### src/rtl/nsc_pkg.sv
// Shared constants, result type and decode functions for the sentence checker.
package nsc_pkg;

   localparam int MAX_SENTENCE_LEN = 128;
   localparam int POS_W            = $clog2(MAX_SENTENCE_LEN + 1);
   localparam int MIN_SENTENCE_LEN = 6;
   localparam int HEADER_LEN       = 5;
   localparam int STAR_TAIL        = 3;

   localparam logic [7:0] CHAR_DOLLAR      = 8'h24;
   localparam logic [7:0] CHAR_STAR        = 8'h2A;
   localparam logic [7:0] CHAR_A           = 8'h41;
   localparam logic [7:0] CHAR_ZERO        = 8'h30;
   localparam logic [7:0] HEX_ALPHA_OFFSET = 8'd55;

   localparam logic [2:0] KIND_GGA   = 3'd0;
   localparam logic [2:0] KIND_GLL   = 3'd1;
   localparam logic [2:0] KIND_GSA   = 3'd2;
   localparam logic [2:0] KIND_QSA   = 3'd3;
   localparam logic [2:0] KIND_GSV   = 3'd4;
   localparam logic [2:0] KIND_RMC   = 3'd5;
   localparam logic [2:0] KIND_VTG   = 3'd6;
   localparam logic [2:0] KIND_OTHER = 3'd7;

   // Packed lowest field last: ok sits in bit 0.
   typedef struct packed {
      logic [7:0] received_sum;
      logic [7:0] computed_sum;
      logic [2:0] last_good_kind;
      logic [2:0] sentence_kind;
      logic       sentence_ok;
   } nsc_result_type;

   function automatic logic [7:0] hex_digit(input logic [7:0] c);
      hex_digit = (c >= CHAR_A) ? (c - HEX_ALPHA_OFFSET) : (c - CHAR_ZERO);
   endfunction

   // Header holds byte 1 in its low bits; reverse so string literals read in order.
   function automatic logic [2:0] classify_header(input logic [39:0] header);
      logic [39:0] text;
      text = {header[7:0], header[15:8], header[23:16], header[31:24], header[39:32]};
      case (text)
         "GPGGA", "GNGGA", "BDGGA", "GLGGA", "GBGGA": classify_header = KIND_GGA;
         "GPGLL", "GNGLL", "BDGLL", "GLGLL", "GBGLL": classify_header = KIND_GLL;
         "GPGSA", "GNGSA", "BDGSA", "GLGSA", "GAGSA", "GBGSA":
            classify_header = KIND_GSA;
         "GPQSA", "QZQSA", "GBQSA": classify_header = KIND_QSA;
         "GPGSV", "QZGSV", "GLGSV", "GAGSV", "BDGSV", "GBGSV":
            classify_header = KIND_GSV;
         "GPRMC", "GNRMC", "BDRMC", "GLRMC", "GBRMC": classify_header = KIND_RMC;
         "GPVTG", "GNVTG", "BDVTG", "GLVTG", "GBVTG": classify_header = KIND_VTG;
         default: classify_header = KIND_OTHER;
      endcase
   endfunction

endpackage

### src/rtl/nsc_parser.sv
// Per-sentence state: running XOR, star tracking, checksum digits, header and verdict.
module nsc_parser
   import nsc_pkg::*;
(
   input  logic           clock,
   input  logic           reset,
   input  logic           step,
   input  logic [7:0]     char_in,
   input  logic           end_of_sentence,
   output nsc_result_type result
);

   logic [POS_W-1:0] byte_position_ff, byte_position_in;
   logic [7:0]       running_xor_ff, running_xor_in;
   logic [39:0]      header_bytes_ff, header_bytes_in;
   logic             dollar_seen_ff, dollar_seen_in;
   logic             star_seen_ff, star_seen_in;
   logic [POS_W-1:0] star_position_ff, star_position_in;
   logic [7:0]       hex_value_ff, hex_value_in;
   logic             high_bit_error_ff, high_bit_error_in;
   logic [2:0]       previous_kind_ff, previous_kind_in;

   logic             overflow;
   logic [POS_W:0]   sentence_len;
   logic [POS_W:0]   star_ext;
   logic [7:0]       digit;
   logic             ok;
   logic [2:0]       kind;

   assign overflow     = byte_position_ff >= POS_W'(MAX_SENTENCE_LEN);
   assign sentence_len = {1'b0, byte_position_ff} + (POS_W+1)'(1);
   assign digit        = hex_digit(char_in);

   always_comb begin
      byte_position_in  = byte_position_ff;
      running_xor_in    = running_xor_ff;
      header_bytes_in   = header_bytes_ff;
      dollar_seen_in    = dollar_seen_ff;
      star_seen_in      = star_seen_ff;
      star_position_in  = star_position_ff;
      hex_value_in      = hex_value_ff;
      high_bit_error_in = high_bit_error_ff;
      star_ext          = {1'b0, star_position_ff};
      if (!overflow) begin
         if (byte_position_ff == '0) begin
            dollar_seen_in = (char_in == CHAR_DOLLAR);
         end
         for (int k = 0; k < HEADER_LEN; k++) begin
            if (byte_position_ff == POS_W'(k + 1)) begin
               header_bytes_in[8*k +: 8] = header_bytes_ff[8*k +: 8] | char_in;
            end
         end
         if (byte_position_ff == POS_W'(1)) begin
            running_xor_in = char_in;
         end else if (byte_position_ff >= POS_W'(2)) begin
            if (star_seen_ff) begin
               if ({1'b0, byte_position_ff} == star_ext + (POS_W+1)'(1)) begin
                  hex_value_in = {digit[3:0], 4'b0000};
               end else if ({1'b0, byte_position_ff} == star_ext + (POS_W+1)'(2)) begin
                  hex_value_in = hex_value_ff + digit;
               end
            end else if (char_in == CHAR_STAR) begin
               star_seen_in     = 1'b1;
               star_position_in = byte_position_ff;
            end else begin
               running_xor_in = running_xor_ff ^ char_in;
               if (char_in[7]) begin
                  high_bit_error_in = 1'b1;
               end
            end
         end
         byte_position_in = sentence_len[POS_W-1:0];
      end

      ok = !overflow && (sentence_len >= (POS_W+1)'(MIN_SENTENCE_LEN)) && star_seen_in &&
           ({1'b0, star_position_in} + (POS_W+1)'(STAR_TAIL) <= sentence_len) &&
           !high_bit_error_in && (running_xor_in == hex_value_in);
      kind = (ok && dollar_seen_in) ? classify_header(header_bytes_in) : KIND_OTHER;
      previous_kind_in = ok ? kind : previous_kind_ff;

      result.sentence_ok    = ok;
      result.sentence_kind  = kind;
      result.last_good_kind = previous_kind_in;
      result.computed_sum   = running_xor_in;
      result.received_sum   = hex_value_in;
   end

   always_ff @(posedge clock) begin
      if (reset) begin
         byte_position_ff  <= '0;
         running_xor_ff    <= '0;
         header_bytes_ff   <= '0;
         dollar_seen_ff    <= 1'b0;
         star_seen_ff      <= 1'b0;
         star_position_ff  <= '0;
         hex_value_ff      <= '0;
         high_bit_error_ff <= 1'b0;
         previous_kind_ff  <= KIND_OTHER;
      end else if (step) begin
         if (end_of_sentence) begin
            // Drop per-sentence state, keep the last good kind.
            byte_position_ff  <= '0;
            running_xor_ff    <= '0;
            header_bytes_ff   <= '0;
            dollar_seen_ff    <= 1'b0;
            star_seen_ff      <= 1'b0;
            star_position_ff  <= '0;
            hex_value_ff      <= '0;
            high_bit_error_ff <= 1'b0;
            previous_kind_ff  <= previous_kind_in;
         end else begin
            byte_position_ff  <= byte_position_in;
            running_xor_ff    <= running_xor_in;
            header_bytes_ff   <= header_bytes_in;
            dollar_seen_ff    <= dollar_seen_in;
            star_seen_ff      <= star_seen_in;
            star_position_ff  <= star_position_in;
            hex_value_ff      <= hex_value_in;
            high_bit_error_ff <= high_bit_error_in;
         end
      end
   end

endmodule

### src/rtl/nmea_sentence_check_classify_core.sv
// Sentence checksum checker and classifier: input register, parser, result register.
// The result of a last byte is written into the result register and drives rsp from there.
// Throughput: one byte per cycle; a last byte waits only while an earlier result is unread.
// The input register and the result register part the two sides, so bytes keep flowing
// while a finished result waits.
// Reset (synchronous, active high) empties both registers, clears sentence state, kind 7.
module nmea_sentence_check_classify_core
   import nsc_pkg::*;
(
   input  logic        clock,
   input  logic        reset,
   input  logic        req_tvalid,
   output logic        req_tready,
   input  logic [7:0]  req_tdata,   // [7:0] char_in
   input  logic        req_tlast,   // end_of_sentence
   output logic        rsp_tvalid,
   input  logic        rsp_tready,
   output logic [23:0] rsp_tdata    // [0] sentence_ok, [3:1] sentence_kind,
                                    // [6:4] last_good_kind, [14:7] computed_sum,
                                    // [22:15] received_sum, [23] zero
);

   logic           in_valid_ff;
   logic [7:0]     in_char_ff;
   logic           in_last_ff;
   logic           rsp_valid_ff;
   nsc_result_type rsp_data_ff;

   logic           advance;
   nsc_result_type result;

   // A last byte advances only when the result register can take it.
   assign advance    = in_valid_ff && (!in_last_ff || !rsp_valid_ff || rsp_tready);
   assign req_tready = !in_valid_ff || advance;

   nsc_parser u_parser (
      .clock           (clock),
      .reset           (reset),
      .step            (advance),
      .char_in         (in_char_ff),
      .end_of_sentence (in_last_ff),
      .result          (result)
   );

   always_ff @(posedge clock) begin
      if (reset) begin
         in_valid_ff  <= 1'b0;
         rsp_valid_ff <= 1'b0;
      end else begin
         if (req_tready) begin
            in_valid_ff <= req_tvalid;
         end
         if (advance && in_last_ff) begin
            rsp_valid_ff <= 1'b1;
         end else if (rsp_tready) begin
            rsp_valid_ff <= 1'b0;
         end
      end
   end

   always_ff @(posedge clock) begin
      if (req_tready && req_tvalid) begin
         in_char_ff <= req_tdata;
         in_last_ff <= req_tlast;
      end
      if (advance && in_last_ff) begin
         rsp_data_ff <= result;
      end
   end

   assign rsp_tvalid = rsp_valid_ff;
   assign rsp_tdata  = {1'b0, rsp_data_ff};

endmodule

### config.mk
export PLATFORM = sky130hd
export DESIGN_NAME = nmea_sentence_check_classify_core
export DESIGN_NICKNAME = d
export VERILOG_FILES = /design/src/rtl/nsc_pkg.sv /design/src/rtl/nsc_parser.sv /design/src/rtl/nmea_sentence_check_classify_core.sv
export SDC_FILE = /design/constraint.sdc
export NUM_CORES = 1
export LEC_CHECK = 0
export BUFFER_PORTS_ARGS = -buffer_cell sky130_fd_sc_hd__buf_2
export CAP_MARGIN = 20
export CORE_ASPECT_RATIO = 2
export CORE_MARGIN = 5
export CORE_UTILIZATION = 40
export CTS_CLUSTER_SIZE = 40
export DETAILED_ROUTE_END_ITERATION = 7
export PLACE_DENSITY_LB_ADDON = 0.1
export SYNTH_ARGS = -nofsm -noshare
export SYNTH_HDL_FRONTEND = slang
export SYNTH_HIERARCHICAL = 1
export SYNTH_SLANG_ARGS = --single-unit
### constraint.sdc
create_clock -name clock -period 9.45 [get_ports clock]
set_input_delay 0.4725 -clock clock [delete_from_list [all_inputs] [get_ports clock]]
set_output_delay 0.4725 -clock clock [all_outputs]
set_load 0.02 [all_outputs]
==> run metrics <==
Slew Viols, Final=0; Fmax=153 MHz; Seq pwr share=50.7%; fin crit share=69.3%; Pleak=3.05 nW; Syn Inst Count=just over 900; Placed Area=around 8100 sq um; dpl hpwl=19,800 um; Clock Pin Slew Worst Setup and Hold Paths=80 ps; Worst Path Required=roughly 9500 ps; total track usage=24.7%; worst-path fanout max=20; first-pass GRT wire length=roughly 42,000 um; fin crit period=6550 ps; worst skew pair latency=370 ps; TritonCTS Buffers=9; initial antenna violation count=0; Slew @ Worst Pin=around 1100 ps; Comb power frac=10.3%; Post-synth top flop=dfxtp_1; synthesized area=around 7700 sq um; post-route antenna net violation count=0; cts repair resizes=0; total grt overflow=0; CTS tree=done; Hold Path Origin=req_tdata[2]; pin count of the biggest net entering global routing=45; Seq/Total Area, Yosys=around a third; Yosys top cell by area=dfxtp_1; Psw=0.000276 W; synth unique cells=87; synth top area cells=dfxtp_1 21%, edfxtp_1 13%, nor2_1 6.5%; # rows=71; vias in the first global route=7,489; status=finished clean; critical path type=reg2reg; Reg-to-Reg Start=u_parser/byte_position_ff[1]$_SDFFE_PP0P_; arrival time at the worst endpoint=6640 ps; reg-to-reg endpoint=rsp_tdata[1]$_DFFE_PP_; Synth top area share=20.8%; commonest cells in the netlist=133 x nor2_1, 80 x dfxtp_1, 59 x a21oi_1; CORE AREA=18,800 sq um; sw frac=27.6%; Placer Congestion=0.945; CTS Buffer Depth=2; crit path capture type=register; vias=7,349; drt total wl=26,800 um; Power Total=0.00100 W; Syn Area/Cell=8.27 sq um; antenna cells=0; P&R area growth vs syn=8.60%; hold_ws=280 ps; worst hold path depth=1; Top Ports=39; # Max-Cap Violations=0; die area=~22,000 sq um; Syn. warnings=6; first-pass iteration count of the detailed router=5; setup slack, reg-to-reg=2900 ps; 1st-iter DRT viols=between 300 and 400; Total Nets Final=973; die height=206 um; share of cells above drive strength 1=11.1%; Routed WL per cell=22.5 um; R2R depth=22; CTS Hold Buffers Added=0; # port buffers=37; DRC=0; design area=8340 sq um; RSZ-0062 raised after global routing=false; Worst Hold End=in_char_ff[2]$_DFFE_PP_; Hold Crit Class=in2reg; number of synthesized flops with an enable pin=32; vias per inst=6.19; clk sink count=~110; Worst Skew=10.4 ps; Setup TNS=0 ps; Net Count, Synth=974; Clock Tree Root=clkbuf_16; H-tree depth=3; final setup fails=0; power per cell area=between 100 and 150 nW/um^2; CP Launch Type=register; async set-reset flop share out of synthesis=0%; P_int=0.000726 W; die width=between 100 and 150 um; final hold viol count=0; initial core utilization=40.8%; Synth Register Bits=112; Worst slew margin=between 20% and 30%; VDD IR max=0.0685 mV; Setup Buffers After CTS=0; most frequent cell after synthesis=nor2_1; Clk network pwr share=39.1%
[critical path, cell delays in order (launching register included)]
cell	delay [ps]
dfxtp_1	670
inv_1	200
ha_1	350
nand2b_1	210
a31oi_1	350
and3_1	770
mux2i_1	250
a21o_1	260
nor3_1	310
nand2_1	120
xnor2_1	140
o21ai_0	180
ha_1	280
nand2_1	70
nor2_1	40
a211oi_1	220
o21a_1	150
o211ai_1	190
a211o_1	330
or4_1	440
nand2b_4	170
nor4_2	380
o2111ai_1	160
[state kept, by name, indices dropped and copies added, names as in the netlist]
name / cells
u_parser/byte_position_ff: 8
rsp_tvalid: 1
in_valid_ff: 1
u_parser/star_position_ff: 8
u_parser/header_bytes_ff: 40
u_parser/previous_kind_ff: 3
in_last_ff: 1
u_parser/dollar_seen_ff: 1
u_parser/star_seen_ff: 1
u_parser/running_xor_ff: 8
rsp_tdata: 23
in_char_ff: 8
u_parser/high_bit_error_ff: 1
u_parser/hex_value_ff: 8
[power by group through the flow]
| stage | Combinational (W) | Clock (W) | Sequential, W |
|---|---|---|---|
| after global routing | 0.000111 | 0.000421 | 0.000509 |
| after global placement | 0.000102 | 0 | 0.000519 |
| after CTS | 0.000102 | 0.000402 | 0.000508 |
| final | 0.000103 | 0.000391 | 0.000508 |
| after floorplan | 0.0000677 | 0 | 0.000517 |
| after detailed placement | 0.000102 | 0 | 0.000519 |
[layout make-up]
cell class / instances / area (sq um)
clock buffers: 11 / 253
repair buffers: 55 / 320
well taps: 255 / 319
inverters: 33 / 124
fillers: 1973 / 10500
flip-flops and latches: 112 / 2560
clock inverters: 5 / 37.5
multi-input cells: 717 / 4730
[metrics by stage]
step | cells | worst slack (ps) | utilization [%]
finish | 1188 | 2900 | 44.3
global placement | 1172 | 3150 | 42.8
CTS | 1188 | 2930 | 44.3
global route | 1188 | 2470 | 44.3
floorplan | 929 | 4000 | -
detailed placement | 1172 | 3020 | 42.8
[cell families (layout without fill, tap and decap cells)]
logic type / count (synthesis) / count (layout) / synth area share (%)
simple gates: 375 / 375 / 25.7
mux: 20 / 20 / 2.69
fa+ha+maj: 32 / 32 / 5.31
compound gates: 248 / 248 / 22.8
flops: 112 / 112 / 33.3
buf+inv: 100 / 104 / 5.36
other cells: 1 / 1 / 0.0488
xor+xnor: 41 / 41 / 4.67
[cells in the final DEF, fill, tap and decap left out, drive strengths merged, types with 14 or more instances in the layout]
| cell type | instances |
|---|---|
| dfxtp | 80 |
| nor4 | 17 |
| a22oi | 23 |
| nand4 | 22 |
| mux2i | 15 |
| nand2 | 55 |
| buf | 55 |
| nor2 | 133 |
| edfxtp | 32 |
| xor2 | 15 |
| nor3 | 28 |
| o21ai | 20 |
| ha | 31 |
| a21oi | 60 |
| xnor2 | 26 |
| a41oi | 14 |
| nand3 | 30 |
| a31oi | 41 |
| inv | 35 |
[worst max path at each step]
stage	cells past startpoint	to	from
4_1_cts	22	rsp_tdata[1]$_DFFE_PP_	u_parser/byte_position_ff[1]$_SDFFE_PP0P_
6_report	22	rsp_tdata[1]$_DFFE_PP_	u_parser/byte_position_ff[1]$_SDFFE_PP0P_
3_5_place_dp	22	rsp_tdata[1]$_DFFE_PP_	u_parser/byte_position_ff[1]$_SDFFE_PP0P_
2_1_floorplan	22	rsp_tdata[4]$_DFFE_PP_	in_char_ff[4]$_DFFE_PP_
3_3_place_gp	20	rsp_tdata[1]$_DFFE_PP_	u_parser/byte_position_ff[1]$_SDFFE_PP0P_
5_1_grt	22	rsp_tdata[6]$_DFFE_PP_	u_parser/byte_position_ff[1]$_SDFFE_PP0P_
[layer usage]
layer  GRT usage, %  share of wire, %  wire length (um)
met5              0                 0                 0
met3           2.81               3.2               861
met2           45.4                54             14400
met1           25.0                35              9380
met4           18.5               8.0              2140
No activity file was read; power rests on OpenSTA's default activity.
